--- src/rtl/core/assert_macros.svh ---
// Assertion helpers shared by the RTL. All checks sample on the rising clock
// edge and are held off while reset is asserted.
`ifndef ASSERT_MACROS_SVH
`define ASSERT_MACROS_SVH

// The consequent must hold in the same cycle as the antecedent.
`define ASSERT_SAME(lbl, ante, cons) \
	lbl: assert property (@(posedge clk) disable iff (!arst_n) (ante) |-> (cons)) \
		else $error("same-cycle check failed");

// The consequent must hold in the cycle after the antecedent.
`define ASSERT_NEXT(lbl, ante, cons) \
	lbl: assert property (@(posedge clk) disable iff (!arst_n) (ante) |=> (cons)) \
		else $error("next-cycle check failed");

`endif

--- src/rtl/core/bmpa_pkg.sv ---
`default_nettype none

package bmpa_pkg;

	// Default sizes of the message store.
	localparam int DEF_MAX_MESSAGES = 8;
	localparam int DEF_MSG_BYTES    = 3;

	// Fixed field widths.
	localparam int CNT_W   = 4;
	localparam int LEN_W   = 2;
	localparam int TIME_W  = 13;
	localparam int TLOW_W  = 7;
	localparam int THIGH_W = TIME_W - TLOW_W;
	localparam int BYTE_W  = 8;
	localparam int FIELD_BYTES = 3;

	// Command queue between front and back.
	localparam int QUEUE_DEPTH = 2;
	localparam int QPTR_W      = 1;
	localparam int QCNT_W      = 2;

	// Input action codes.
	localparam logic [1:0] ACT_POST  = 2'd0;
	localparam logic [1:0] ACT_EMIT  = 2'd1;
	localparam logic [1:0] ACT_FLUSH = 2'd2;

	// Result status codes.
	localparam logic [1:0] ST_PACKET  = 2'd0;
	localparam logic [1:0] ST_POSTED  = 2'd1;
	localparam logic [1:0] ST_DROPPED = 2'd2;
	localparam logic [1:0] ST_FLUSHED = 2'd3;

	typedef enum logic [1:0] {
		CMD_POST,
		CMD_EMIT,
		CMD_FLUSH
	} cmd_kind_t;

	typedef struct packed {
		cmd_kind_t                          kind;
		logic [LEN_W-1:0]                   len;
		logic [FIELD_BYTES-1:0][BYTE_W-1:0] msg_bytes;
		logic [TIME_W-1:0]                  post_time;
	} cmd_t;

	typedef struct packed {
		logic full;
		logic empty;
	} queue_stat_t;

	typedef enum logic {
		BK_IDLE,
		BK_EMIT
	} bk_state_t;

endpackage

`default_nettype wire

--- src/rtl/core/ble_midi_packet_assembler.sv ---
// Channel  Direction  Ports                      Content
// s        in         s_tvalid/tready/tdata/tuser action, message and post time
// m        out        m_tvalid/tready/tdata/tlast/tuser  packet byte, count, status
//
// A post or a flush gives one result transfer from the back sequencer; an emit
// gives 1 + sum over stored messages of (1 + length) packet bytes, up to 33 at
// the default size, through the single output byte register. The front takes a
// transfer a cycle while the two-entry command queue has room. Reset clears
// the count, the packet time and the queue; the message store is not cleared.
`default_nettype none

module ble_midi_packet_assembler import bmpa_pkg::*; #(
	parameter int MAX_MESSAGES = DEF_MAX_MESSAGES,
	parameter int MSG_BYTES    = DEF_MSG_BYTES
) (
	input  wire logic        clk,
	input  wire logic        arst_n,
	input  wire logic        s_tvalid,
	output logic             s_tready,
	input  wire logic [39:0] s_tdata,  // msg_length, msg_byte0, msg_byte1, msg_byte2, post_time
	input  wire logic [1:0]  s_tuser,  // action
	output logic             m_tvalid,
	input  wire logic        m_tready,
	output logic [15:0]      m_tdata,  // out_byte, message_count
	output logic             m_tlast,  // last_byte
	output logic [1:0]       m_tuser   // status
);

`include "assert_macros.svh"

	queue_stat_t q_stat;
	logic        push, pop, cmd_valid;
	cmd_t        push_cmd, cmd;

	bmpa_front #(.MSG_BYTES(MSG_BYTES)) u_front (
		.s_tvalid (s_tvalid),
		.s_tready (s_tready),
		.s_tdata  (s_tdata),
		.s_tuser  (s_tuser),
		.q_stat   (q_stat),
		.push     (push),
		.push_cmd (push_cmd)
	);

	bmpa_queue u_queue (
		.clk       (clk),
		.arst_n    (arst_n),
		.push      (push),
		.push_cmd  (push_cmd),
		.pop       (pop),
		.pop_valid (cmd_valid),
		.pop_cmd   (cmd),
		.q_stat    (q_stat)
	);

	bmpa_back #(.MAX_MESSAGES(MAX_MESSAGES), .MSG_BYTES(MSG_BYTES)) u_back (
		.clk       (clk),
		.arst_n    (arst_n),
		.cmd_valid (cmd_valid),
		.cmd       (cmd),
		.pop       (pop),
		.m_tvalid  (m_tvalid),
		.m_tready  (m_tready),
		.m_tdata   (m_tdata),
		.m_tlast   (m_tlast),
		.m_tuser   (m_tuser)
	);

	// The front never writes into a full queue.
	`ASSERT_SAME(a_no_push_full, push, !q_stat.full)
	// A dropped post is reported only with a full store.
	`ASSERT_SAME(a_drop_full, m_tvalid && m_tuser == ST_DROPPED,
		m_tdata[11:8] == CNT_W'(MAX_MESSAGES) && m_tlast)
	// A flush result closes its item and reports an empty store.
	`ASSERT_SAME(a_flush_empty, m_tvalid && m_tuser == ST_FLUSHED,
		m_tdata[11:8] == '0 && m_tlast && m_tdata[7:0] == '0)
	// A push into an empty queue makes a command available to the back.
	`ASSERT_NEXT(a_pop_after_push, push && q_stat.empty, cmd_valid)

endmodule

`default_nettype wire

--- src/rtl/core/bmpa_front.sv ---
`default_nettype none

module bmpa_front import bmpa_pkg::*; #(
	parameter int MSG_BYTES = DEF_MSG_BYTES
) (
	input  wire logic        s_tvalid,
	output logic             s_tready,
	input  wire logic [39:0] s_tdata,  // msg_length, msg_byte0, msg_byte1, msg_byte2, post_time
	input  wire logic [1:0]  s_tuser,  // action
	input  wire queue_stat_t q_stat,
	output logic             push,
	output cmd_t             push_cmd
);

	logic [LEN_W-1:0] raw_len;
	logic             known;

	// The front takes a transfer whenever the queue has room.
	assign s_tready = !q_stat.full;
	assign raw_len  = s_tdata[1:0];

	// Decode the action and saturate the message length.
	always_comb begin
		known         = 1'b1;
		push_cmd.kind = CMD_POST;
		case (s_tuser)
			ACT_POST:  push_cmd.kind = CMD_POST;
			ACT_EMIT:  push_cmd.kind = CMD_EMIT;
			ACT_FLUSH: push_cmd.kind = CMD_FLUSH;
			default:   known = 1'b0;
		endcase
		push_cmd.len = (raw_len > LEN_W'(MSG_BYTES)) ? LEN_W'(MSG_BYTES) : raw_len;
		push_cmd.msg_bytes[0] = s_tdata[9:2];
		push_cmd.msg_bytes[1] = s_tdata[17:10];
		push_cmd.msg_bytes[2] = s_tdata[25:18];
		push_cmd.post_time    = s_tdata[38:26];
	end

	// The unused action code is accepted and dropped here.
	assign push = s_tvalid && s_tready && known;

endmodule

`default_nettype wire

--- src/rtl/core/bmpa_queue.sv ---
`default_nettype none

module bmpa_queue import bmpa_pkg::*; (
	input  wire logic clk,
	input  wire logic arst_n,
	input  wire logic push,
	input  wire cmd_t push_cmd,
	input  wire logic pop,
	output logic      pop_valid,
	output cmd_t      pop_cmd,
	output queue_stat_t q_stat
);

	cmd_t              slot_q [QUEUE_DEPTH];
	logic [QPTR_W-1:0] wr_ptr_q;
	logic [QPTR_W-1:0] rd_ptr_q;
	logic [QCNT_W-1:0] fill_q;
	logic              do_pop;

	assign q_stat.full  = (fill_q == QCNT_W'(QUEUE_DEPTH));
	assign q_stat.empty = (fill_q == '0);
	assign pop_valid    = !q_stat.empty;
	assign pop_cmd      = slot_q[rd_ptr_q];
	assign do_pop       = pop && pop_valid;

	// Pointers and fill level.
	always_ff @(posedge clk or negedge arst_n) begin
		if (!arst_n) begin
			wr_ptr_q <= '0;
			rd_ptr_q <= '0;
			fill_q   <= '0;
		end else begin
			if (push) wr_ptr_q <= wr_ptr_q + 1'b1;
			if (do_pop) rd_ptr_q <= rd_ptr_q + 1'b1;
			if (push && !do_pop) fill_q <= fill_q + 1'b1;
			else if (!push && do_pop) fill_q <= fill_q - 1'b1;
		end
	end

	// Slot storage.
	always_ff @(posedge clk) begin
		if (push) slot_q[wr_ptr_q] <= push_cmd;
	end

endmodule

`default_nettype wire

--- src/rtl/core/bmpa_back.sv ---
`default_nettype none

module bmpa_back import bmpa_pkg::*; #(
	parameter int MAX_MESSAGES = DEF_MAX_MESSAGES,
	parameter int MSG_BYTES    = DEF_MSG_BYTES
) (
	input  wire logic        clk,
	input  wire logic        arst_n,
	input  wire logic        cmd_valid,
	input  wire cmd_t        cmd,
	output logic             pop,
	output logic             m_tvalid,
	input  wire logic        m_tready,
	output logic [15:0]      m_tdata,  // out_byte, message_count
	output logic             m_tlast,  // last_byte
	output logic [1:0]       m_tuser   // status
);

	localparam int IDX_W = (MAX_MESSAGES > 1) ? $clog2(MAX_MESSAGES) : 1;
	localparam int BI_W  = (MSG_BYTES > 1) ? $clog2(MSG_BYTES) : 1;

	// Message store, no reset: only entries below the count are read.
	logic [TLOW_W-1:0] time_mem [MAX_MESSAGES];
	logic [LEN_W-1:0]  len_mem  [MAX_MESSAGES];
	logic [BYTE_W-1:0] byte_mem [MAX_MESSAGES][MSG_BYTES];

	bk_state_t         state_q, state_d;
	logic [CNT_W-1:0]  count_q;
	logic [TIME_W-1:0] packet_time_q;
	logic [IDX_W-1:0]  msg_idx_q;
	logic [LEN_W-1:0]  byte_idx_q;

	logic              valid_q;
	logic [BYTE_W-1:0] byte_q, byte_d;
	logic              last_q, last_d;
	logic [1:0]        status_q, status_d;
	logic [CNT_W-1:0]  cnt_q, cnt_d;

	logic              out_free, load, do_post, do_flush, start_emit;
	logic              step_msg, step_byte;
	logic              final_msg, msg_end;
	logic [LEN_W-1:0]  cur_len, sel;

	assign out_free  = !valid_q || m_tready;
	assign cur_len   = len_mem[msg_idx_q];
	assign sel       = byte_idx_q - 1'b1;
	assign final_msg = ((CNT_W'(msg_idx_q) + 1'b1) == count_q);
	assign msg_end   = (byte_idx_q == cur_len);

	// Sequencer: one command or packet byte per cycle when output is free.
	always_comb begin
		state_d    = state_q;
		pop        = 1'b0;
		load       = 1'b0;
		do_post    = 1'b0;
		do_flush   = 1'b0;
		start_emit = 1'b0;
		step_msg   = 1'b0;
		step_byte  = 1'b0;
		byte_d     = '0;
		last_d     = 1'b1;
		status_d   = ST_PACKET;
		cnt_d      = count_q;
		case (state_q)
			BK_IDLE: begin
				if (cmd_valid && out_free) begin
					pop = 1'b1;
					case (cmd.kind)
						CMD_POST: begin
							load = 1'b1;
							if (count_q >= CNT_W'(MAX_MESSAGES)) begin
								status_d = ST_DROPPED;
							end else begin
								do_post  = 1'b1;
								status_d = ST_POSTED;
								cnt_d    = count_q + 1'b1;
							end
						end
						CMD_EMIT: begin
							load   = 1'b1;
							byte_d = {2'b10, packet_time_q[TIME_W-1:TLOW_W]};
							last_d = (count_q == '0);
							if (count_q != '0) begin
								start_emit = 1'b1;
								state_d    = BK_EMIT;
							end
						end
						CMD_FLUSH: begin
							load     = 1'b1;
							do_flush = 1'b1;
							status_d = ST_FLUSHED;
							cnt_d    = '0;
						end
						default: load = 1'b0;
					endcase
				end
			end
			BK_EMIT: begin
				if (out_free) begin
					load = 1'b1;
					if (byte_idx_q == '0) begin
						byte_d = {1'b1, time_mem[msg_idx_q]};
					end else begin
						byte_d = byte_mem[msg_idx_q][sel[BI_W-1:0]];
					end
					last_d = final_msg && msg_end;
					if (msg_end) begin
						if (final_msg) state_d = BK_IDLE;
						else step_msg = 1'b1;
					end else begin
						step_byte = 1'b1;
					end
				end
			end
			default: state_d = BK_IDLE;
		endcase
	end

	// Control state.
	always_ff @(posedge clk or negedge arst_n) begin
		if (!arst_n) begin
			state_q       <= BK_IDLE;
			count_q       <= '0;
			packet_time_q <= '0;
			msg_idx_q     <= '0;
			byte_idx_q    <= '0;
			valid_q       <= 1'b0;
		end else begin
			state_q <= state_d;
			if (do_post) begin
				count_q <= count_q + 1'b1;
				if (count_q == '0) packet_time_q <= cmd.post_time;
			end else if (do_flush) begin
				count_q <= '0;
			end
			if (start_emit) begin
				msg_idx_q  <= '0;
				byte_idx_q <= '0;
			end else if (step_msg) begin
				msg_idx_q  <= msg_idx_q + 1'b1;
				byte_idx_q <= '0;
			end else if (step_byte) begin
				byte_idx_q <= byte_idx_q + 1'b1;
			end
			if (load) valid_q <= 1'b1;
			else if (m_tready) valid_q <= 1'b0;
		end
	end

	// Store writes and the output payload register.
	always_ff @(posedge clk) begin
		if (do_post) begin
			time_mem[count_q[IDX_W-1:0]] <= cmd.post_time[TLOW_W-1:0];
			len_mem[count_q[IDX_W-1:0]]  <= cmd.len;
			for (int k = 0; k < MSG_BYTES; k++) begin
				byte_mem[count_q[IDX_W-1:0]][k] <= cmd.msg_bytes[k];
			end
		end
		if (load) begin
			byte_q   <= byte_d;
			last_q   <= last_d;
			status_q <= status_d;
			cnt_q    <= cnt_d;
		end
	end

	assign m_tvalid = valid_q;
	assign m_tdata  = {4'd0, cnt_q, byte_q};
	assign m_tlast  = last_q;
	assign m_tuser  = status_q;

endmodule

`default_nettype wire

--- config.mk ---
export PLATFORM = sky130hd
export DESIGN_NAME = ble_midi_packet_assembler
export DESIGN_NICKNAME = d
export VERILOG_FILES = /design/src/rtl/core/bmpa_pkg.sv /design/src/rtl/core/ble_midi_packet_assembler.sv /design/src/rtl/core/bmpa_front.sv /design/src/rtl/core/bmpa_queue.sv /design/src/rtl/core/bmpa_back.sv
export VERILOG_INCLUDE_DIRS = /design/src /design/src/rtl/core
export SDC_FILE = /design/constraint.sdc
export NUM_CORES = 1
export LEC_CHECK = 0
export BUFFER_PORTS_ARGS = -buffer_cell sky130_fd_sc_hd__buf_2
export CORE_UTILIZATION = 45
export CTS_CLUSTER_DIAMETER = 120
export DETAILED_ROUTE_END_ITERATION = 8
export PLACE_DENSITY = 0.6
export SLEW_MARGIN = 30
export SYNTH_ARGS = -nofsm -noshare
export SYNTH_HDL_FRONTEND = slang
export SYNTH_SLANG_ARGS = --single-unit
--- constraint.sdc ---
create_clock -name clk -period 4 [get_ports clk]
set_input_delay 0.6 -clock clk [delete_from_list [all_inputs] [get_ports clk]]
set_output_delay 0.6 -clock clk [all_outputs]
set_load 0.02 [all_outputs]
==> results.yml <==
layout:
  area_growth_pct: 13.4
  drive_gt1_share_pct: 27.7
  n_antenna_cell: 0
  stdcell_count: 1280
  final_nets: 861
timing:
  slew-limit-headroom_pct: 46.1
  rsz0062_at_grt: "false"
  slew_viol_final: 0
  timing.hold.ws_ps: 59.2
  finClkSkew_ps: 12.6
  layout_min_cycle_time_ps: 2860
  final_hold_viol_count: 0
  finalCritPeriodShare_pct: 71.6
  timing.fmax_mhz: 349
  setup_tns_ps: 0
  setup_viol: 0
  setup_ws_ps: 1140
  tightestPinTransition_ps: 807
yosys:
  synth_flop_cell: "edfxtp_1"
  netlist_top_cells_area: "edfxtp_1, mux4_2, dfrtp_1, mux4_1, mux2_2"
  synth_most_common_cell: "edfxtp_1"
  synth_edf_count: 361
  synth_cell_types: 51
  ys_seq_area_share_pct: 76.2
  synth_top_area_share_pct: 72.7
  syn_area_per_cell_um2: 20.7
  yosys_warnings: 0
  ys_top_cells_by_count: "edfxtp_1, mux4_2, mux2_2"
  ys_seq_elements: 382
  syn-instance-count: 722
  syn_area_um2: 14900
  yosys.area.top_type: "edfxtp_1"
  async_reset_ff_share_pct: 5.50
place:
  dp.cells: 1210
  dpl_worst_slack_ps: 1050
  io_buffers: 61
  gp_congestion: 0.777
  dpl.hpwl_mm: 16.5
routing:
  drt_iter0_markers: 578
  drc: 0
  via_per_inst: 5.39
  drtAntennaViolNets: 0
  wl_mm: 28.5
  dr_total_vias: 6898
  routedWlPerCell_um: 22.2
  drt_pass1_iterations: 6
critical_path:
  rrSetupSlack_ps: 1140
  start_kind: "flop"
  r2r_cells: 6
  crit_arrival_ps: 3130
  crit_type: "flop to flop"
  reg2reg_from: "u_back.msg_idx_q[0]"
  worst-path-max-fanout: 33
  reg2reg_to: "u_back.byte_q[3]"
  required_ps: 4260
  endpoint_kind: "flop"
grt:
  antenna_found_initial: 0
  grt_max_degree: 34
  grt_first_pass_wirelength_mm: 43.4
  grtUsageTotal_pct: 17.5
  overflow: 0
  grt_pass1_vias: 7261
floorplan:
  die_area_um2: 33900
  rows: 66
  fp.dieH_um: 184
  start_util_pct: 45.8
  ios: 67
  die_w_um: 184
  core_area_um2: 32500
power:
  power_mw: 12.0
  p_leak_nw: 5.66
  power.density_nw_per_um2: 711
  ir_worst_vdd_mv: 0.323
cts:
  clock-sinks: 382
  clkLatencyLatePin_ps: 510
  root_buffer: "clkbuf_16"
  h-tree-depth: 2
  hold_buffers: 0
  postCtsSetupBuffers: 0
  clk_path_buf_depth: 3
  cts_made_buffers: 40
  cts_tree: "done"
  path_clk_slew_ps: 60
  cts_resized: 0
status:
  status: "completed"
job:
  cap_violations: 0
min_path:
  hp-class: "input port to async pin"
[cells by family (layout without fill, tap and decap cells)]
| group | count (synthesis) | in the layout | share of synthesized area, % |
|---|---|---|---|
| compound gates | 58 | 58 | 2.65 |
| xor+xnor | 10 | 10 | 0.587 |
| fa+ha+maj | 5 | 5 | 0.419 |
| buf+inv | 44 | 157 | 2.09 |
| flops | 382 | 382 | 76.2 |
| mux | 132 | 132 | 15.1 |
| other cells | 1 | 4 | 0.0251 |
| simple gates | 90 | 90 | 2.93 |
[stage by stage]
stage          util, %  instance area (um2)
2_1_floorplan        -                14900
5_1_grt           52.0                16900
3_5_place_dp      48.3                15700
4_1_cts           52.0                16900
3_3_place_gp      48.3                15700
6_report          52.0                16900
[state kept, by name, indices dropped and copies added, names as in the netlist]
name and flops:
u_back.byte_idx_q 2, u_back.byte_mem 192, u_back.byte_q 8, u_back.cnt_q 4
u_back.count_q 4, u_back.len_mem 16, u_back.m_tlast 1, u_back.m_tuser 2
u_back.m_tvalid 1, u_back.msg_idx_q 3, u_back.packet_time_q 6, u_back.state_q 1
u_back.time_mem 56, u_queue.fill_q 2, u_queue.rd_ptr_q 1, u_queue.slot_q 82
u_queue.wr_ptr_q 1
[worst max-delay path by stage]
stage | depth (start not counted) | startpoint | slack (ps) | endpoint
6_report | 6 | u_back.msg_idx_q[0] | 1140 | u_back.byte_q[3]
2_1_floorplan | 6 | u_queue.rd_ptr_q | 530 | u_back.byte_mem[6][0]
4_1_cts | 6 | u_back.msg_idx_q[0] | 1110 | u_back.byte_q[0]
3_5_place_dp | 7 | m_tready | 1050 | u_back.byte_mem[0][11]
5_1_grt | 6 | u_back.msg_idx_q[0] | 990 | u_back.byte_q[3]
3_3_place_gp | 7 | m_tready | 1120 | u_back.byte_mem[0][10]
[per-layer routing]
metal | part of all wire, % | vias up | global-route usage (%)
met5 | 0 | - | 0
met4 | 2.4 | 0 | 5.70
met1 | 44 | 3555 | 23.6
met3 | 4.4 | 47 | 2.87
li1 | - | 3127 | -
met2 | 50 | 169 | 29.2
[area by class of cell]
class / instances / area [um2]
multi-input cells: 299 / 3290
flip-flops and latches: 382 / 11400
inverters: 7 / 26.3
repair buffers: 80 / 473
clock inverters: 16 / 120
clock buffers: 54 / 1070
well taps: 442 / 553
fillers: 2551 / 15600
[power by group]
group / internal [mW] / switching [mW]
Clock: 2.00 / 1.40
Combinational: 1.34 / 1.79
Sequential: 5.15 / 0.342
Total: 8.50 / 3.53
[cells in the final DEF, fill, tap and decap left out, drive strengths merged, types with 2 or more instances in the layout]
cell,synthesis,final
dfrtp,21,21
edfxtp,361,361
nand2b,4,4
clkbuf,4,54
buf,33,80
a41oi,2,2
o21ai,14,14
a21oi,9,9
mux2,35,35
ha,5,5
a311oi,2,2
xnor2,6,6
nor2,24,24
or3,3,3
xor2,4,4
clkinv,0,14
conb,1,4
a22o,6,6
inv,7,7
nor3,5,5
nand3,2,2
and2,4,4
nor2b,5,5
nor4,2,2
mux4,66,66
a22oi,12,12
nand2,34,34
mux2i,31,31
bufinv,0,2
a211o,6,6
o22ai,2,2
[worst max-delay path: stages (launching register included)]
cell	delay (ps)
dfrtp_4	830
buf_12	300
mux4_1	580
a22oi_1	150
nand2_1	120
a211o_1	390
a22o_1	220
No activity file was read; power rests on OpenSTA's default activity.
